--- src/rtl/core/cfd_pkg.sv ---
// Shared types, constants and CRC-8 function for the frame deframer
`timescale 1ns / 1ps

package cfd_pkg;

  // register reset values
  localparam logic [7:0] START_BYTE_RESET  = 8'hA5;
  localparam logic [7:0] MAX_PAYLOAD_RESET = 8'd96;

  // crc-8 parameters
  localparam logic [7:0] CRC_POLY = 8'h07;
  localparam logic [7:0] CRC_INIT = 8'h00;

  // configuration register indexes
  localparam int unsigned CFG_INDEX_W = 2;
  localparam logic [CFG_INDEX_W-1:0] CFG_START_BYTE  = 2'd0;
  localparam logic [CFG_INDEX_W-1:0] CFG_MAX_PAYLOAD = 2'd1;

  // parser phase, one-hot
  typedef enum logic [3:0] {
    PH_HUNT = 4'b0001,
    PH_LEN  = 4'b0010,
    PH_DATA = 4'b0100,
    PH_CRC  = 4'b1000
  } phase_t;

  // result event codes
  typedef enum logic [2:0] {
    EV_IDLE   = 3'd0,
    EV_LEN    = 3'd1,
    EV_BYTE   = 3'd2,
    EV_GOOD   = 3'd3,
    EV_BADCRC = 3'd4,
    EV_BADLEN = 3'd5
  } event_t;

  // live configuration
  typedef struct packed {
    logic [7:0] start_byte;
    logic [7:0] max_payload;
  } cfg_t;

  // one result item
  typedef struct packed {
    event_t      event_res;
    logic [7:0]  data;
    logic [7:0]  position;
    logic [7:0]  payload_length;
    logic [7:0]  computed_crc;
    logic [31:0] good_frames;
    logic [31:0] dropped_frames;
  } res_t;

  // byte-wide crc-8 update, msb first
  function automatic logic [7:0] crc8_byte(input logic [7:0] crc, input logic [7:0] b);
    logic [7:0] c;
    c = crc ^ b;
    for (int i = 0; i < 8; i++) begin
      if (c[7]) begin
        c = {c[6:0], 1'b0} ^ CRC_POLY;
      end else begin
        c = {c[6:0], 1'b0};
      end
    end
    return c;
  endfunction

endpackage

--- src/rtl/core/cfd_frame_fsm.sv ---
// Frame parser state machine with running crc and frame counters
`timescale 1ns / 1ps

module cfd_frame_fsm (
  input  logic              clk,
  input  logic              rst,
  input  logic              step,
  input  logic [7:0]        rx_byte,
  input  cfd_pkg::cfg_t     cfg,
  output cfd_pkg::res_t     res
);

  cfd_pkg::phase_t phase, phase_next;
  logic [7:0]  frame_length, frame_length_next;
  logic [7:0]  byte_index, byte_index_next;
  logic [7:0]  running_crc, running_crc_next;
  logic [31:0] good_count, good_count_next;
  logic [31:0] drop_count, drop_count_next;
  logic [7:0]  crc_upd;
  logic [7:0]  index_inc;

  // crc of the incoming byte onto the running value (init for the length byte)
  always_comb begin
    if (phase == cfd_pkg::PH_LEN) begin
      crc_upd = cfd_pkg::crc8_byte(cfd_pkg::CRC_INIT, rx_byte);
    end else begin
      crc_upd = cfd_pkg::crc8_byte(running_crc, rx_byte);
    end
  end

  assign index_inc = byte_index + 8'd1;

  // next state and result for the byte on offer
  always_comb begin
    phase_next        = phase;
    frame_length_next = frame_length;
    byte_index_next   = byte_index;
    running_crc_next  = running_crc;
    good_count_next   = good_count;
    drop_count_next   = drop_count;
    res.event_res      = cfd_pkg::EV_IDLE;
    res.data           = rx_byte;
    res.position       = 8'd0;
    res.payload_length = 8'd0;
    res.computed_crc   = 8'd0;
    unique case (phase)
      cfd_pkg::PH_HUNT: begin
        if (rx_byte == cfg.start_byte) begin
          phase_next = cfd_pkg::PH_LEN;
        end
      end
      cfd_pkg::PH_LEN: begin
        if (rx_byte == 8'd0 || rx_byte > cfg.max_payload) begin
          drop_count_next   = drop_count + 32'd1;
          res.event_res     = cfd_pkg::EV_BADLEN;
          phase_next        = cfd_pkg::PH_HUNT;
          frame_length_next = 8'd0;
          byte_index_next   = 8'd0;
          running_crc_next  = cfd_pkg::CRC_INIT;
        end else begin
          frame_length_next  = rx_byte;
          byte_index_next    = 8'd0;
          running_crc_next   = crc_upd;
          res.event_res      = cfd_pkg::EV_LEN;
          res.payload_length = rx_byte;
          res.computed_crc   = crc_upd;
          phase_next         = cfd_pkg::PH_DATA;
        end
      end
      cfd_pkg::PH_DATA: begin
        running_crc_next   = crc_upd;
        res.event_res      = cfd_pkg::EV_BYTE;
        res.position       = byte_index;
        res.payload_length = frame_length;
        res.computed_crc   = crc_upd;
        byte_index_next    = index_inc;
        if (index_inc == frame_length) begin
          phase_next = cfd_pkg::PH_CRC;
        end
      end
      cfd_pkg::PH_CRC: begin
        res.payload_length = frame_length;
        res.computed_crc   = running_crc;
        if (running_crc == rx_byte) begin
          good_count_next = good_count + 32'd1;
          res.event_res   = cfd_pkg::EV_GOOD;
        end else begin
          drop_count_next = drop_count + 32'd1;
          res.event_res   = cfd_pkg::EV_BADCRC;
        end
        phase_next        = cfd_pkg::PH_HUNT;
        frame_length_next = 8'd0;
        byte_index_next   = 8'd0;
        running_crc_next  = cfd_pkg::CRC_INIT;
      end
      default: begin
        phase_next        = cfd_pkg::PH_HUNT;
        frame_length_next = 8'd0;
        byte_index_next   = 8'd0;
        running_crc_next  = cfd_pkg::CRC_INIT;
      end
    endcase
    res.good_frames    = good_count_next;
    res.dropped_frames = drop_count_next;
  end

  // state update once per consumed byte
  always_ff @(posedge clk) begin
    if (rst) begin
      phase        <= cfd_pkg::PH_HUNT;
      frame_length <= 8'd0;
      byte_index   <= 8'd0;
      running_crc  <= cfd_pkg::CRC_INIT;
      good_count   <= 32'd0;
      drop_count   <= 32'd0;
    end else if (step) begin
      phase        <= phase_next;
      frame_length <= frame_length_next;
      byte_index   <= byte_index_next;
      running_crc  <= running_crc_next;
      good_count   <= good_count_next;
      drop_count   <= drop_count_next;
    end
  end

endmodule

--- src/rtl/core/cfd_out_reg.sv ---
// Result register with valid/ready output handshake
`timescale 1ns / 1ps

module cfd_out_reg (
  input  logic          clk,
  input  logic          rst,
  input  logic          load,
  input  cfd_pkg::res_t res_in,
  input  logic          out_ready,
  output logic          out_valid,
  output cfd_pkg::res_t res_out
);

  logic out_valid_next;

  // valid stays until the transfer, a load refills it
  always_comb begin
    if (load) begin
      out_valid_next = 1'b1;
    end else if (out_ready) begin
      out_valid_next = 1'b0;
    end else begin
      out_valid_next = out_valid;
    end
  end

  always_ff @(posedge clk) begin
    if (rst) begin
      out_valid <= 1'b0;
    end else begin
      out_valid <= out_valid_next;
    end
  end

  // payload, no reset needed
  always_ff @(posedge clk) begin
    if (load) begin
      res_out <= res_in;
    end
  end

endmodule

--- src/rtl/core/crc8_length_frame_deframer_core.sv ---
// Top level of the crc-8 length-framed byte deframer
// A byte taken into the input register has its result valid once the step loads the result register.
// Throughput: one byte per cycle while out_ready holds; input register, parser step and result register.
// While a result waits, the input register still takes one byte, then the input stalls.
// Reset (rst, synchronous, active high) returns to hunting, clears counts and crc,
// and loads start byte 0xA5 and max payload 96.
`timescale 1ns / 1ps

module crc8_length_frame_deframer_core (
  input  logic                            clk,
  input  logic                            rst,
  input  logic                            in_valid,
  output logic                            in_ready,
  input  logic [7:0]                      rx_byte,
  output logic                            out_valid,
  input  logic                            out_ready,
  output logic [2:0]                      event_res,
  output logic [7:0]                      data,
  output logic [7:0]                      position,
  output logic [7:0]                      payload_length,
  output logic [7:0]                      computed_crc,
  output logic [31:0]                     good_frames,
  output logic [31:0]                     dropped_frames,
  input  logic                            cfg_we,
  input  logic [cfd_pkg::CFG_INDEX_W-1:0] cfg_index,
  input  logic [7:0]                      cfg_data
);

  cfd_pkg::cfg_t cfg;
  cfd_pkg::res_t step_res;
  cfd_pkg::res_t res_q;
  logic          s0_valid;
  logic [7:0]    s0_byte;
  logic          step;

  // configuration registers
  always_ff @(posedge clk) begin
    if (rst) begin
      cfg.start_byte  <= cfd_pkg::START_BYTE_RESET;
      cfg.max_payload <= cfd_pkg::MAX_PAYLOAD_RESET;
    end else if (cfg_we) begin
      unique case (cfg_index)
        cfd_pkg::CFG_START_BYTE:  cfg.start_byte  <= cfg_data;
        cfd_pkg::CFG_MAX_PAYLOAD: cfg.max_payload <= cfg_data;
        default: ;
      endcase
    end
  end

  // handshake: step when the result register is free or being emptied
  assign step     = s0_valid && (!out_valid || out_ready);
  assign in_ready = !s0_valid || step;

  // input register
  always_ff @(posedge clk) begin
    if (rst) begin
      s0_valid <= 1'b0;
    end else if (in_ready) begin
      s0_valid <= in_valid;
    end
  end

  always_ff @(posedge clk) begin
    if (in_valid && in_ready) begin
      s0_byte <= rx_byte;
    end
  end

  cfd_frame_fsm u_fsm (
    .clk     (clk),
    .rst     (rst),
    .step    (step),
    .rx_byte (s0_byte),
    .cfg     (cfg),
    .res     (step_res)
  );

  cfd_out_reg u_out (
    .clk       (clk),
    .rst       (rst),
    .load      (step),
    .res_in    (step_res),
    .out_ready (out_ready),
    .out_valid (out_valid),
    .res_out   (res_q)
  );

  // result fields
  assign event_res      = res_q.event_res;
  assign data           = res_q.data;
  assign position       = res_q.position;
  assign payload_length = res_q.payload_length;
  assign computed_crc   = res_q.computed_crc;
  assign good_frames    = res_q.good_frames;
  assign dropped_frames = res_q.dropped_frames;

  // a held input byte is not overwritten before the step takes it
  a_s0_hold: assert property (@(posedge clk) disable iff (rst)
    s0_valid && !step |=> s0_valid && $stable(s0_byte))
    else $error("input byte lost while stalled");

  // payload byte index lies inside the frame
  a_pos_range: assert property (@(posedge clk) disable iff (rst)
    out_valid && event_res == cfd_pkg::EV_BYTE |-> position < payload_length)
    else $error("payload position beyond frame length");

  // no frame context on idle or rejected length
  a_no_frame: assert property (@(posedge clk) disable iff (rst)
    out_valid && (event_res == cfd_pkg::EV_IDLE || event_res == cfd_pkg::EV_BADLEN)
    |-> payload_length == 8'd0 && computed_crc == 8'd0 && position == 8'd0)
    else $error("frame fields set outside a frame");

  // a good verdict advances the good count by exactly one
  a_good_count: assert property (@(posedge clk) disable iff (rst)
    step && step_res.event_res == cfd_pkg::EV_GOOD |=> good_frames == $past(good_frames) + 32'd1
    || $past(out_valid) == 1'b0)
    else $error("good frame count did not advance");

endmodule
--- config.mk ---
export PLATFORM = sky130hd
export DESIGN_NAME = crc8_length_frame_deframer_core
export DESIGN_NICKNAME = d
export VERILOG_FILES = /design/src/rtl/core/cfd_pkg.sv /design/src/rtl/core/cfd_frame_fsm.sv /design/src/rtl/core/cfd_out_reg.sv /design/src/rtl/core/crc8_length_frame_deframer_core.sv
export SDC_FILE = /design/constraint.sdc
export NUM_CORES = 1
export LEC_CHECK = 0
export BUFFER_PORTS_ARGS = -buffer_cell sky130_fd_sc_hd__buf_4
export CORE_AREA = 2 2 189 191
export CTS_CLUSTER_SIZE = 8
export DETAILED_ROUTE_END_ITERATION = 12
export DIE_AREA = 0 0 191 193
export HOLD_SLACK_MARGIN = 0.12
export PLACE_DENSITY_LB_ADDON = 0.05
export SLEW_MARGIN = 30
export SYNTH_ARGS = -nofsm -noshare
export SYNTH_HDL_FRONTEND = slang
export SYNTH_SLANG_ARGS = --single-unit
--- constraint.sdc ---
create_clock -name clk -period 11.9 [get_ports clk]
set_clock_uncertainty 0.15 [all_clocks]
set_input_delay 0.595 -clock clk [delete_from_list [all_inputs] [get_ports clk]]
set_output_delay 0.595 -clock clk [all_outputs]
set_load 0.02 [all_outputs]
==> out/metrics.csv <==
metric,value,unit
outcome,"complete, no violations",
grt.busiest_layer,met2,
maxSlewHeadroom,0.389,
min_to,cfg[14],
grt_overflow,0,
clock_path_buffers,3,
synthesis.area,0.0103,mm2
synth-main-ff-cell,dfxtp_1,
startpoint_type,register,
p_sw_frac,0.231,
r2r_start,s0_byte[6],
fin_crit,3780,ps
antenna_found_initial,0,
cp_slowest_cell,a311oi_2,
start_util,0.295,
seqPwrFrac,0.470,
cts_resized,0,
ios,124,
crit_buf_inv,0,
clk_pin_slew,50,ps
async_flop_share,0,
mostFrequentLayoutCells,"131 x buf_4, 110 x dfxtp_1, 108 x nor2_1",
ys_seq_area_frac,0.524,
required,12230,ps
rsz0062_at_grt,false,
cp-startpoint,s0_byte[6],
met1_usage,0.206,
rows,69,
grt_max_degree,86,
synth_edf_count,107,
setup_tns,0,ps
postRouteAntennaNets,0,
first_iter_violations,342,
layout.cells.non_filler,1638,
netSwitchingPower,0.402,mW
cts_made_buffers,31,
rr_worst_depth,8,
synth.distinct_cells,60,
total_leakage_power,4.52,nW
syn-num-nets,1074,
cp_cell_sequence,"xnor2_1, ha_1, and3_1, nand4_1, nand3_1, a311oi_2, or4b_2, a21oi_1",
grt_pass1_wl,42400,um
drc_errors,0,
layout.cells.most_common,buf_4,
min_from,cfg_data[6],
vias_per_cell,4.71,
post_cts_buffers,0,
drv_slew,0,
reg2reg_to,u_fsm.drop_count[18],
routed_wl,26500,um
hp-class,input port to register,
cp-end-kind,register,
cts_tree,yes,
dp.cells,1566,
crit_path_max_fanout,15,
grt_usage,0.145,
clkLatencyLatePin,550,ps
die_area,0.0369,mm2
cp_slowest_stage_delay,820,ps
power_density,136,mW/mm2
cp_top_family,simple AND/OR/NAND/NOR gates,
fin_crit_sh,0.318,
syn_area_per_cell,9.99,um2
pwr-share-clk,0.468,
rrSetupSlack,8120,ps
synth-seq-cells,217,
grt_pass1_vias,7638,
path_class,register to register,
grt_use_met3,0.0217,
cp_data_arrival_time,4100,ps
max_freq,265,MHz
p_int,1.34,mW
vias,7714,
setup_violations,0,
numPortBuffers,123,
max-cap-violations,0,
worstHoldPathCells,3,
combPwrFrac,0.062,
yosys_warnings,0,
fin_nets,1193,
core_area,0.0350,mm2
worstMarginPinSlew,917,ps
cts_sinks,217,
n_antenna_cell,0,
synthCells,1034,
cts-root-buf,clkbuf_16,
grt.met2_usage,0.227,
ctsHtreeMaxLevel,1,
wire_per_inst,16.2,um
fp.dieW,191,um
syn2layout_area_growth,23.9,%
peakVddDrop,0.108,mV
hold_viol_final,0,
drive_gt1_frac,0.163,
die_y,193,um
first_pass_iters,4,
gp_congestion,0.790,
place_hpwl,17500,um
## state kept, by name, summed over array words and instances, names as in the netlist
signal              flops
u_fsm.running_crc       8
u_fsm.good_count       32
u_fsm.drop_count       32
u_fsm.byte_index        8
u_fsm.frame_length      8
u_out.out_valid         1
s0_byte                 8
u_fsm.phase             4
s0_valid                1
u_out.res_out          99
cfg                    16
## final cells by class
class	count	area, um2
clock buffer	56	880
clock inverter	1	5.00
fill	3566	22200
inverter	23	88.8
multi-input combinational	731	4660
sequential	217	5420
tap	461	577
timing repair buffer	149	1170
## cells by family after synthesis
group / after synthesis / synth area share
DFF: 217 / 0.524
AOI/OAI and AO/OA: 150 / 0.0871
muxes: 12 / 0.0118
xor gates and xnor gates: 142 / 0.122
adders and majority gates: 17 / 0.0206
and+or+nand+nor: 410 / 0.203
buffers and inverters: 86 / 0.0319
## power by group through the flow
stage / clock network [mW] / logic [mW] / registers [mW]
after global placement: 0 / 0.105 / 0.833
after global routing: 0.875 / 0.119 / 0.819
after detailed placement: 0 / 0.106 / 0.833
after floorplan: 0 / 0.0433 / 0.848
after CTS: 0.844 / 0.111 / 0.818
final: 0.814 / 0.108 / 0.817
## per-stage QoR
step           power, mW  hold slack [ps]  setup slack, ps   util  cell area (um2)
2_1_floorplan      0.891              274             7310      -            10300
3_3_place_gp       0.939              330             8000  0.335            11700
3_5_place_dp       0.939              333             7830  0.336            11800
4_1_cts             1.77              122             7820  0.366            12800
5_1_grt             1.81              173             7820  0.366            12800
6_report            1.74              160             8120  0.366            12800
## routing by layer
layer,part of all wire,vias to the layer above
met3,0.038,37
met2,0.44,132
li1,-,3880
met4,0.021,0
met5,0,-
met1,0.50,3665
## worst reg2reg max path, stage by stage, from the launching register on
cell and delay (ps):
edfxtp_1 590, xnor2_1 220, ha_1 210, and3_1 200, nand4_1 550, nand3_1 180
a311oi_2 820, or4b_2 640, a21oi_1 160
## cell usage after synthesis (7+ instances only)
master    number  area, um2
xor2_1        60        526
nand4_1       22        138
xnor2_1       81        709
o31ai_1        9       67.6
clkbuf_1      57        214
o21ai_0       35        175
nor4_1         8       50.1
nor2b_1        8       50.1
dfxtp_1      110       2200
or4_1          9       67.6
ha_1          17        213
nor2_1       108        405
and2_1        12       75.1
mux2i_1       11        110
or3_1         32        200
nor3_1        25        125
inv_1         22       82.6
nand3_1       37        185
nand2_1       99        372
a22o_1        12        105
edfxtp_1     107       3210
and3_1         7       43.8
a21oi_1       66        330
nand2b_1      11       68.8
## what timing repair did
item | in CTS | in global routing
endpoints found under the hold margin | 19 | 0
setup endpoints to repair | 0 | 0
hold buffers | 15 | 0
## worst max-delay path by stage
stage                            to  cells after the start
3_3_place_gp       u_out.res_out[2]                      8
2_1_floorplan  u_fsm.drop_count[14]                      6
3_5_place_dp       u_out.res_out[2]                      8
5_1_grt        u_fsm.drop_count[18]                      8
4_1_cts           u_out.res_out[25]                      8
6_report       u_fsm.drop_count[18]                      8
Note: power is estimated with default switching activity, not from simulation.
